--- src/hw/rtl/tsdf_pkg.sv ---
package tsdf_pkg;

    localparam int NUMBER_DIGITS = 6;
    localparam int PRE_SLOTS     = 3;
    localparam int POS_TAB       = NUMBER_DIGITS;
    localparam int POS_LAST      = NUMBER_DIGITS + PRE_SLOTS + 1;
    localparam int POS_W         = $clog2(POS_LAST + 1);
    localparam int QUEUE_DEPTH   = 4;
    localparam int QPTR_W        = $clog2(QUEUE_DEPTH);
    localparam int CFG_IDX_W     = 3;

    localparam logic [CFG_IDX_W-1:0] CFG_NUMBER_NONBLANK  = 3'd0;
    localparam logic [CFG_IDX_W-1:0] CFG_SHOW_NONPRINTING = 3'd1;
    localparam logic [CFG_IDX_W-1:0] CFG_SHOW_ENDS        = 3'd2;
    localparam logic [CFG_IDX_W-1:0] CFG_NUMBER_ALL       = 3'd3;
    localparam logic [CFG_IDX_W-1:0] CFG_SQUEEZE_BLANK    = 3'd4;
    localparam logic [CFG_IDX_W-1:0] CFG_SHOW_TABS        = 3'd5;

    localparam logic [7:0] CH_TAB    = 8'h09;
    localparam logic [7:0] CH_NL     = 8'h0A;
    localparam logic [7:0] CH_SPACE  = 8'h20;
    localparam logic [7:0] CH_DOLLAR = 8'h24;
    localparam logic [7:0] CH_DASH   = 8'h2D;
    localparam logic [7:0] CH_QMARK  = 8'h3F;
    localparam logic [7:0] CH_I      = 8'h49;
    localparam logic [7:0] CH_M      = 8'h4D;
    localparam logic [7:0] CH_CARET  = 8'h5E;
    localparam logic [7:0] CH_DEL    = 8'h7F;
    localparam logic [3:0] ASCII_DIGIT_HI = 4'h3;

    typedef logic [NUMBER_DIGITS-1:0][3:0] bcd_t;

    typedef struct packed {
        logic                       num_en;
        bcd_t                       digits;
        logic [1:0]                 pre_len;
        logic [PRE_SLOTS-1:0][7:0]  pre;
        logic [7:0]                 ch;
    } cmd_t;

endpackage

--- src/hw/rtl/tsdf_front.sv ---
module tsdf_front (
    input  logic                          clk,
    input  logic                          rst_n,
    input  logic                          in_valid,
    output logic                          in_stall,
    input  logic                          op,
    input  logic [7:0]                    data_byte,
    input  logic                          cfg_we,
    input  logic [tsdf_pkg::CFG_IDX_W-1:0] cfg_index,
    input  logic                          cfg_data,
    input  logic                          q_full,
    output logic                          q_push,
    output tsdf_pkg::cmd_t                q_cmd
);
    import tsdf_pkg::*;

    logic nb_reg, np_reg, se_reg, na_reg, sq_reg, st_reg;
    logic nb_next, np_next, se_next, na_next, sq_next, st_next;
    bcd_t count_reg, count_next;
    logic at_start_reg, at_start_next;
    logic blank_reg, blank_next;

    logic accept, emit, bump, is_nl, all_nine, carry;
    bcd_t count_inc;
    cmd_t cmd;

    assign in_stall = q_full;
    assign accept   = in_valid && !q_full;
    assign q_push   = accept && emit;
    assign q_cmd    = cmd;
    assign is_nl    = (data_byte == CH_NL);

    always_comb
    begin
        nb_next = nb_reg;
        np_next = np_reg;
        se_next = se_reg;
        na_next = na_reg;
        sq_next = sq_reg;
        st_next = st_reg;
        if (cfg_we)
        begin
            unique case (cfg_index)
                CFG_NUMBER_NONBLANK:  nb_next = cfg_data;
                CFG_SHOW_NONPRINTING: np_next = cfg_data;
                CFG_SHOW_ENDS:        se_next = cfg_data;
                CFG_NUMBER_ALL:       na_next = cfg_data;
                CFG_SQUEEZE_BLANK:    sq_next = cfg_data;
                CFG_SHOW_TABS:        st_next = cfg_data;
                default:              ;
            endcase
        end
    end

    always_comb
    begin
        all_nine  = 1'b1;
        carry     = 1'b1;
        count_inc = count_reg;
        for (int i = 0; i < NUMBER_DIGITS; i++)
        begin
            all_nine = all_nine && (count_reg[i] == 4'd9);
        end
        for (int i = NUMBER_DIGITS - 1; i >= 0; i--)
        begin
            if (carry)
            begin
                if (count_reg[i] == 4'd9)
                begin
                    count_inc[i] = 4'd0;
                end
                else
                begin
                    count_inc[i] = count_reg[i] + 4'd1;
                    carry        = 1'b0;
                end
            end
        end
    end

    always_comb
    begin
        cmd.num_en    = 1'b0;
        cmd.digits    = count_reg;
        cmd.pre_len   = 2'd0;
        cmd.pre       = '0;
        cmd.ch        = data_byte;
        emit          = 1'b1;
        bump          = 1'b0;
        at_start_next = at_start_reg;
        blank_next    = blank_reg;
        if (op)
        begin
            emit          = !nb_reg && !np_reg && se_reg && !at_start_reg;
            cmd.ch        = CH_NL;
            at_start_next = 1'b1;
        end
        else
        begin
            if (nb_reg)
            begin
                if (at_start_reg && !is_nl)
                begin
                    cmd.num_en = 1'b1;
                    bump       = 1'b1;
                end
            end
            else if (np_reg)
            begin
                if (is_nl)
                begin
                    if (se_reg)
                    begin
                        cmd.pre_len = 2'd1;
                        cmd.pre[2]  = CH_DOLLAR;
                    end
                end
                else if (data_byte == CH_TAB)
                begin
                    if (st_reg)
                    begin
                        cmd.pre_len = 2'd1;
                        cmd.pre[2]  = CH_CARET;
                        cmd.ch      = CH_I;
                    end
                end
                else if (data_byte <= 8'd31)
                begin
                    cmd.pre_len = 2'd1;
                    cmd.pre[2]  = CH_CARET;
                    cmd.ch      = data_byte + 8'd64;
                end
                else if (data_byte == CH_DEL)
                begin
                    cmd.pre_len = 2'd1;
                    cmd.pre[2]  = CH_CARET;
                    cmd.ch      = CH_QMARK;
                end
                else if (data_byte >= 8'd160)
                begin
                    cmd.pre_len = 2'd2;
                    cmd.pre[1]  = CH_M;
                    cmd.pre[2]  = CH_DASH;
                    cmd.ch      = data_byte - 8'd128;
                end
                else if (data_byte >= 8'd128)
                begin
                    cmd.pre_len = 2'd3;
                    cmd.pre[0]  = CH_M;
                    cmd.pre[1]  = CH_DASH;
                    cmd.pre[2]  = CH_CARET;
                    cmd.ch      = data_byte - 8'd64;
                end
            end
            else if (se_reg)
            begin
                if (is_nl)
                begin
                    cmd.pre_len = 2'd1;
                    cmd.pre[2]  = CH_DOLLAR;
                end
            end
            else if (na_reg)
            begin
                if (at_start_reg)
                begin
                    cmd.num_en = 1'b1;
                    bump       = 1'b1;
                end
            end
            else if (sq_reg)
            begin
                if (at_start_reg && is_nl)
                begin
                    if (blank_reg)
                    begin
                        emit = 1'b0;
                    end
                    else
                    begin
                        blank_next = 1'b1;
                    end
                end
                else if (at_start_reg)
                begin
                    blank_next = 1'b0;
                end
            end
            else if (st_reg)
            begin
                if (data_byte == CH_TAB)
                begin
                    cmd.pre_len = 2'd1;
                    cmd.pre[2]  = CH_CARET;
                    cmd.ch      = CH_I;
                end
            end
            at_start_next = is_nl;
        end
        count_next = (bump && !all_nine) ? count_inc : count_reg;
    end

    always_ff @(posedge clk or negedge rst_n)
    begin
        if (!rst_n)
        begin
            nb_reg       <= 1'b0;
            np_reg       <= 1'b0;
            se_reg       <= 1'b0;
            na_reg       <= 1'b0;
            sq_reg       <= 1'b0;
            st_reg       <= 1'b0;
            count_reg    <= bcd_t'(1) << (4 * (NUMBER_DIGITS - 1));
            at_start_reg <= 1'b1;
            blank_reg    <= 1'b0;
        end
        else
        begin
            nb_reg <= nb_next;
            np_reg <= np_next;
            se_reg <= se_next;
            na_reg <= na_next;
            sq_reg <= sq_next;
            st_reg <= st_next;
            if (accept)
            begin
                count_reg    <= count_next;
                at_start_reg <= at_start_next;
                blank_reg    <= blank_next;
            end
        end
    end

endmodule

--- src/hw/rtl/tsdf_queue.sv ---
module tsdf_queue (
    input  logic           clk,
    input  logic           rst_n,
    input  logic           push,
    input  tsdf_pkg::cmd_t push_cmd,
    input  logic           pop,
    output logic           full,
    output logic           head_valid,
    output tsdf_pkg::cmd_t head_cmd
);
    import tsdf_pkg::*;

    cmd_t entry_reg [QUEUE_DEPTH];
    logic [QPTR_W-1:0] wr_ptr_reg, wr_ptr_next;
    logic [QPTR_W-1:0] rd_ptr_reg, rd_ptr_next;
    logic [QPTR_W:0]   count_reg, count_next;

    assign full       = (count_reg == (QPTR_W+1)'(QUEUE_DEPTH));
    assign head_valid = (count_reg != '0);
    assign head_cmd   = entry_reg[rd_ptr_reg];

    always_comb
    begin
        wr_ptr_next = push ? wr_ptr_reg + 1'b1 : wr_ptr_reg;
        rd_ptr_next = pop ? rd_ptr_reg + 1'b1 : rd_ptr_reg;
        count_next  = count_reg + (QPTR_W+1)'(push) - (QPTR_W+1)'(pop);
    end

    always_ff @(posedge clk)
    begin
        if (push)
        begin
            entry_reg[wr_ptr_reg] <= push_cmd;
        end
    end

    always_ff @(posedge clk or negedge rst_n)
    begin
        if (!rst_n)
        begin
            wr_ptr_reg <= '0;
            rd_ptr_reg <= '0;
            count_reg  <= '0;
        end
        else
        begin
            wr_ptr_reg <= wr_ptr_next;
            rd_ptr_reg <= rd_ptr_next;
            count_reg  <= count_next;
        end
    end

endmodule

--- src/hw/rtl/tsdf_back.sv ---
module tsdf_back (
    input  logic           clk,
    input  logic           rst_n,
    input  logic           head_valid,
    input  tsdf_pkg::cmd_t head_cmd,
    output logic           pop,
    output logic           out_valid,
    input  logic           out_stall,
    output logic [7:0]     out_byte,
    output logic           last_of_run
);
    import tsdf_pkg::*;

    logic             busy_reg, busy_next;
    logic [POS_W-1:0] pos_reg, pos_next;
    logic             out_valid_reg, out_valid_next;
    logic [7:0]       out_byte_reg, out_byte_next;
    logic             last_reg, last_next;

    logic             load, emit, zero_run, is_last;
    logic [POS_W-1:0] cur_pos, body_pos;
    logic [7:0]       cur_byte;

    assign load     = !out_valid_reg || !out_stall;
    assign emit     = head_valid && load;
    assign body_pos = POS_W'(POS_LAST) - POS_W'(head_cmd.pre_len);
    assign cur_pos  = busy_reg ? pos_reg : (head_cmd.num_en ? '0 : body_pos);
    assign is_last  = (cur_pos == POS_W'(POS_LAST));
    assign pop      = emit && is_last;

    always_comb
    begin
        zero_run = 1'b1;
        cur_byte = head_cmd.ch;
        for (int i = 0; i < NUMBER_DIGITS; i++)
        begin
            zero_run = zero_run && (head_cmd.digits[i] == 4'd0);
            if (cur_pos == POS_W'(i))
            begin
                cur_byte = (zero_run && (i != NUMBER_DIGITS - 1)) ? CH_SPACE
                         : {ASCII_DIGIT_HI, head_cmd.digits[i]};
            end
        end
        if (cur_pos == POS_W'(POS_TAB))
        begin
            cur_byte = CH_TAB;
        end
        for (int k = 0; k < PRE_SLOTS; k++)
        begin
            if (cur_pos == POS_W'(POS_TAB + 1 + k))
            begin
                cur_byte = head_cmd.pre[k];
            end
        end
    end

    always_comb
    begin
        busy_next      = busy_reg;
        pos_next       = pos_reg;
        out_valid_next = out_valid_reg;
        out_byte_next  = out_byte_reg;
        last_next      = last_reg;
        if (load)
        begin
            out_valid_next = emit;
        end
        if (emit)
        begin
            out_byte_next = cur_byte;
            last_next     = is_last;
            busy_next     = !is_last;
            pos_next      = (cur_pos == POS_W'(POS_TAB)) ? body_pos : cur_pos + 1'b1;
        end
    end

    always_ff @(posedge clk or negedge rst_n)
    begin
        if (!rst_n)
        begin
            busy_reg      <= 1'b0;
            pos_reg       <= '0;
            out_valid_reg <= 1'b0;
        end
        else
        begin
            busy_reg      <= busy_next;
            pos_reg       <= pos_next;
            out_valid_reg <= out_valid_next;
        end
    end

    always_ff @(posedge clk)
    begin
        out_byte_reg <= out_byte_next;
        last_reg     <= last_next;
    end

    assign out_valid   = out_valid_reg;
    assign out_byte    = out_byte_reg;
    assign last_of_run = last_reg;

endmodule

--- src/hw/rtl/text_stream_display_filter.sv ---
// Display filter for a text byte stream with the line numbering, squeezing, end marking,
// tab marking and caret/M- notation options of a cat utility; each input transfer carries
// one byte or an end-of-file mark, and each output transfer carries one formatted byte,
// with last_of_run set on the final byte caused by an input. The front end classifies an
// input combinationally and takes a new input every cycle while its four-entry command
// queue has room. The back end drives the single output byte port and emits one byte
// per cycle while a command is queued and out_stall is low. An input produces one byte
// for plain text, two to four for an escape, and eight (six digits, a tab and the byte)
// for a numbered line start. Inputs that produce nothing are not queued. Configuration
// writes are always accepted and must only be made while the block is idle.
module text_stream_display_filter (
    input  logic                           clk,
    input  logic                           rst_n,
    input  logic                           in_valid,
    output logic                           in_stall,
    input  logic                           op,
    input  logic [7:0]                     data_byte,
    output logic                           out_valid,
    input  logic                           out_stall,
    output logic [7:0]                     out_byte,
    output logic                           last_of_run,
    input  logic                           cfg_valid,
    output logic                           cfg_ready,
    input  logic [tsdf_pkg::CFG_IDX_W-1:0] cfg_index,
    input  logic                           cfg_data
);
    import tsdf_pkg::*;

    logic q_full, q_push, q_pop, q_valid;
    cmd_t q_in_cmd, q_head_cmd;

    assign cfg_ready = 1'b1;

    tsdf_front u_front (
        .clk       (clk),
        .rst_n     (rst_n),
        .in_valid  (in_valid),
        .in_stall  (in_stall),
        .op        (op),
        .data_byte (data_byte),
        .cfg_we    (cfg_valid && cfg_ready),
        .cfg_index (cfg_index),
        .cfg_data  (cfg_data),
        .q_full    (q_full),
        .q_push    (q_push),
        .q_cmd     (q_in_cmd)
    );

    tsdf_queue u_queue (
        .clk        (clk),
        .rst_n      (rst_n),
        .push       (q_push),
        .push_cmd   (q_in_cmd),
        .pop        (q_pop),
        .full       (q_full),
        .head_valid (q_valid),
        .head_cmd   (q_head_cmd)
    );

    tsdf_back u_back (
        .clk         (clk),
        .rst_n       (rst_n),
        .head_valid  (q_valid),
        .head_cmd    (q_head_cmd),
        .pop         (q_pop),
        .out_valid   (out_valid),
        .out_stall   (out_stall),
        .out_byte    (out_byte),
        .last_of_run (last_of_run)
    );

endmodule
--- config.mk ---
export PLATFORM = sky130hd
export DESIGN_NAME = text_stream_display_filter
export DESIGN_NICKNAME = d
export VERILOG_FILES = /design/src/hw/rtl/tsdf_pkg.sv /design/src/hw/rtl/tsdf_front.sv /design/src/hw/rtl/tsdf_queue.sv /design/src/hw/rtl/tsdf_back.sv /design/src/hw/rtl/text_stream_display_filter.sv
export SDC_FILE = /design/constraint.sdc
export NUM_CORES = 1
export LEC_CHECK = 0
export BUFFER_PORTS_ARGS = -buffer_cell sky130_fd_sc_hd__buf_4
export CAP_MARGIN = 15
export CELL_PAD_IN_SITES_DETAIL_PLACEMENT = 1
export CELL_PAD_IN_SITES_GLOBAL_PLACEMENT = 2
export CORE_ASPECT_RATIO = 1.2
export CORE_MARGIN = 1.5
export CORE_UTILIZATION = 34
export CTS_CLUSTER_DIAMETER = 120
export DETAILED_ROUTE_END_ITERATION = 10
export PLACE_DENSITY_LB_ADDON = 0.1
export RECOVER_POWER = 25
export SLEW_MARGIN = 20
export SYNTH_ARGS = -nofsm -noshare
export SYNTH_HDL_FRONTEND = slang
export SYNTH_HIERARCHICAL = 1
export SYNTH_SLANG_ARGS = --single-unit
--- constraint.sdc ---
create_clock -name clk -period 4.43 [get_ports clk]
set_input_delay 0.2215 -clock clk [delete_from_list [all_inputs] [get_ports clk]]
set_output_delay 0.2215 -clock clk [all_outputs]
set_load 0.1 [all_outputs]
==> reports/metrics.cfg <==
[run_status]
status = finished with violations
violations = max-capacitance violations, max-slew violations

[sta]
fmax_mhz = 259
max_slew_margin_pct = -90.6
worstMarginPinSlew_ns = 2.86
post-route-period-util_pct = 87.1
rsz0062_at_grt = no
setup_ws_ns = 0.570
min_period_ns = 3.86
clock_skew_ns = 0.0136
setup-violations-final = 0
setup_tns_ns = 0
hold_viol = 0
maxSlewViolCount = 46

[floorplanning]
die_x_um = 182
dieHeight_um = 218
core_area_um2 = 37900
core.rowCount = 78
die-area_um2 = 39600
initial_core_util_pct = 34.5
io_pins = 30

[placement]
place_ws_ns = 0.611
place.gp.congestion = 0.814
dp_hpwl_mm = 21.2
io_buffers = 28
place_area_um2 = 13700

[critical_path]
worstRegToRegCells = 10
critPathMaxFanout = 39
regToRegStartpoint = u_queue/rd_ptr_reg[1]
critPathCaptureType = register
path_cells = buf_4 > mux4_2 > nor3b_1 > a21oi_1 > ha_1 > nand2b_1 > o221a_2 > a2111oi_0 > o32ai_1 > a32o_1
critPathBufInv = 1
cp-start-kind = register
max_stage_delay_ns = 0.53
cp_data_arrival_time_ns = 4.17
criticalPathCategory = register to register
crit_family = compound AO/OA/AOI/OAI gates
cp_data_required_time_ns = 4.74
reg2reg_slack_ns = 0.57
crit_slowest_cell = buf_4
r2r-end = u_back/out_byte[1]

[global_route]
grt_use_total_pct = 16.2
grt_antenna_before_repair = 0
grt_start_max_net_pins = 46
overflow = 0
grt_pass1_vias = 7911
grt_pass1_wl_mm = 48.8

[route]
drtIter0Drc = 348
drtAntennaViolNets = 0
vias = 7201
first_pass_iters = 4
routed_wirelength_mm = 31.0
wl_per_cell_um = 22.9
m1WireLength_mm = 14.3
topRoutingLayerUsed = met4
viasPerCell = 5.31
dr_wl_met2_mm = 15.4
drc = 0
wl_met3_um = 880

[min_path]
min_delay_path_depth = 3
hold_end = u_front/st_reg
hold_path.class = primary input to register
worstHoldStart = cfg_valid

[layout]
mostFrequentLayoutCells = edfxtp_1 (245), mux4_2 (58), buf_4 (41), dfrtp_1 (41), nand2_1 (34)
largest_reg_flops = 236
num-fill-cells = 3819
design_area_um2 = 14800
drive_gt1_share_pct = 23.3
layout_commonest_cell = edfxtp_1
diodes = 0
layout.nets = 887
syn2layout_area_growth_pct = 13.2

[power_and_ir_drop]
ir_drop_mv = 0.393
p_leak_nw = 5.03
power.density_nw_per_um2 = 653

[yosys]
yosys_most_used_dff = edfxtp_1
synth_cells = 805
synth_edf_count = 245
ys_seq_elements = 290
syn_area_per_cell_um2 = 16.2
ys_warn_count = 6
yosysUniqueCellTypes = 93
syn-cell-area_um2 = 13100
seq_area_frac_synth_pct = 65.0
async_reset_ff_share_pct = 15.5

[clocking]
htree_levels = 1
cts_sinks = 290
numCtsBuffers = 30
post-cts-setup-buffer-count = 0
holdBufCountCts = 8
cts_resized = 0
cts_buffer_depth = 3
cts_tree = done
clkTransAtPathRegs_ns = 0.06
clockRootBuffer = clkbuf_16
clk_latency_ns = 0.56

[job]
max_cap_violations = 1

-- worst min-delay path, stage by stage --
cell and delay (ns):
buf_4 0.13, nand4b_1 0.09, mux2_2 0.14
-- kinds of logic after synthesis --
family,count (synthesis),synth area share (%)
compound gates,135,7.34
xor+xnor,19,1.27
fa+ha+maj,18,1.78
buf+inv,73,3.83
flops,290,65.0
mux,71,11.2
other cells,2,0.0575
simple gates,197,9.49
-- area by class of cell --
cell class | instances | area, um^2 | area share, %
repair buffers | 55 | 475 | 3.22
clock buffers | 39 | 846 | 5.72
flip-flops and latches | 290 | 8490 | 57.4
clock inverters | 17 | 169 | 1.14
well taps | 480 | 601 | 4.06
multi-input cells | 449 | 4110 | 27.8
inverters | 25 | 93.8 | 0.635
-- Yosys cell counts (6+ instances only) --
| cell | count | area share, % |
|---|---|---|
| ha_1 | 17 | 1.6 |
| nand3_1 | 11 | 0.42 |
| buf_4 | 21 | 1.2 |
| or3_1 | 8 | 0.38 |
| nand4_1 | 8 | 0.38 |
| nor2b_1 | 12 | 0.58 |
| buf_2 | 10 | 0.38 |
| nor2_1 | 33 | 0.95 |
| mux4_2 | 58 | 10 |
| mux2_2 | 8 | 0.69 |
| buf_12 | 6 | 0.92 |
| dfrtp_1 | 43 | 8.2 |
| a21o_1 | 6 | 0.35 |
| edfxtp_1 | 245 | 56 |
| nand2_1 | 34 | 0.98 |
| o211ai_1 | 6 | 0.35 |
| and2_1 | 8 | 0.38 |
| nand2b_1 | 8 | 0.38 |
| o21ai_0 | 27 | 1.0 |
| a21oi_1 | 26 | 1.0 |
| o31ai_1 | 6 | 0.35 |
| nor3_1 | 10 | 0.38 |
| nor3b_1 | 6 | 0.35 |
| clkbuf_1 | 6 | 0.17 |
| xor2_1 | 11 | 0.74 |
| o21a_1 | 6 | 0.35 |
| inv_1 | 25 | 0.72 |
| xnor2_1 | 8 | 0.54 |
-- metal layers --
layer	global-route usage (%)	vias up
met5	0	-
met4	4.30	0
met3	2.04	36
met2	27.8	84
met1	21.9	3805
li1	-	3276
-- where the power goes --
group | switching, mW | internal (mW) | leakage [nW]
combinational | 2.16 | 1.29 | 1.70
sequential | 0.218 | 3.42 | 2.82
clock | 1.06 | 1.52 | 0.499
-- worst max path at each step --
stage | start | to | slack, ns | cells past startpoint
after floorplan | u_queue/rd_ptr_reg[0] | u_queue/count_reg[2] | 0.81 | 16
after global placement | u_queue/rd_ptr_reg[0] | u_back/out_byte[1] | 0.75 | 10
after detailed placement | u_queue/rd_ptr_reg[1] | u_back/out_byte[1] | 0.61 | 10
after CTS | u_queue/rd_ptr_reg[1] | u_back/out_byte[1] | 0.56 | 10
after global routing | u_queue/rd_ptr_reg[1] | u_back/out_byte[1] | 0.34 | 11
final | u_queue/rd_ptr_reg[1] | u_back/out_byte[1] | 0.57 | 10
-- metrics by stage --
stage / util [%] / total power [mW] / cells / hold WS [ns]
global placement: 36.2 / 7.13 / 1291 / 0.293
finish: 39.0 / 9.66 / 1355 / 0.0545
CTS: 39.0 / 9.80 / 1355 / 0.0167
detailed placement: 36.2 / 7.18 / 1291 / 0.306
floorplan: - / 6.25 / 812 / -0.0741
global route: 39.0 / 10.2 / 1355 / 0.0386
Power figures use the tool's default switching activity.
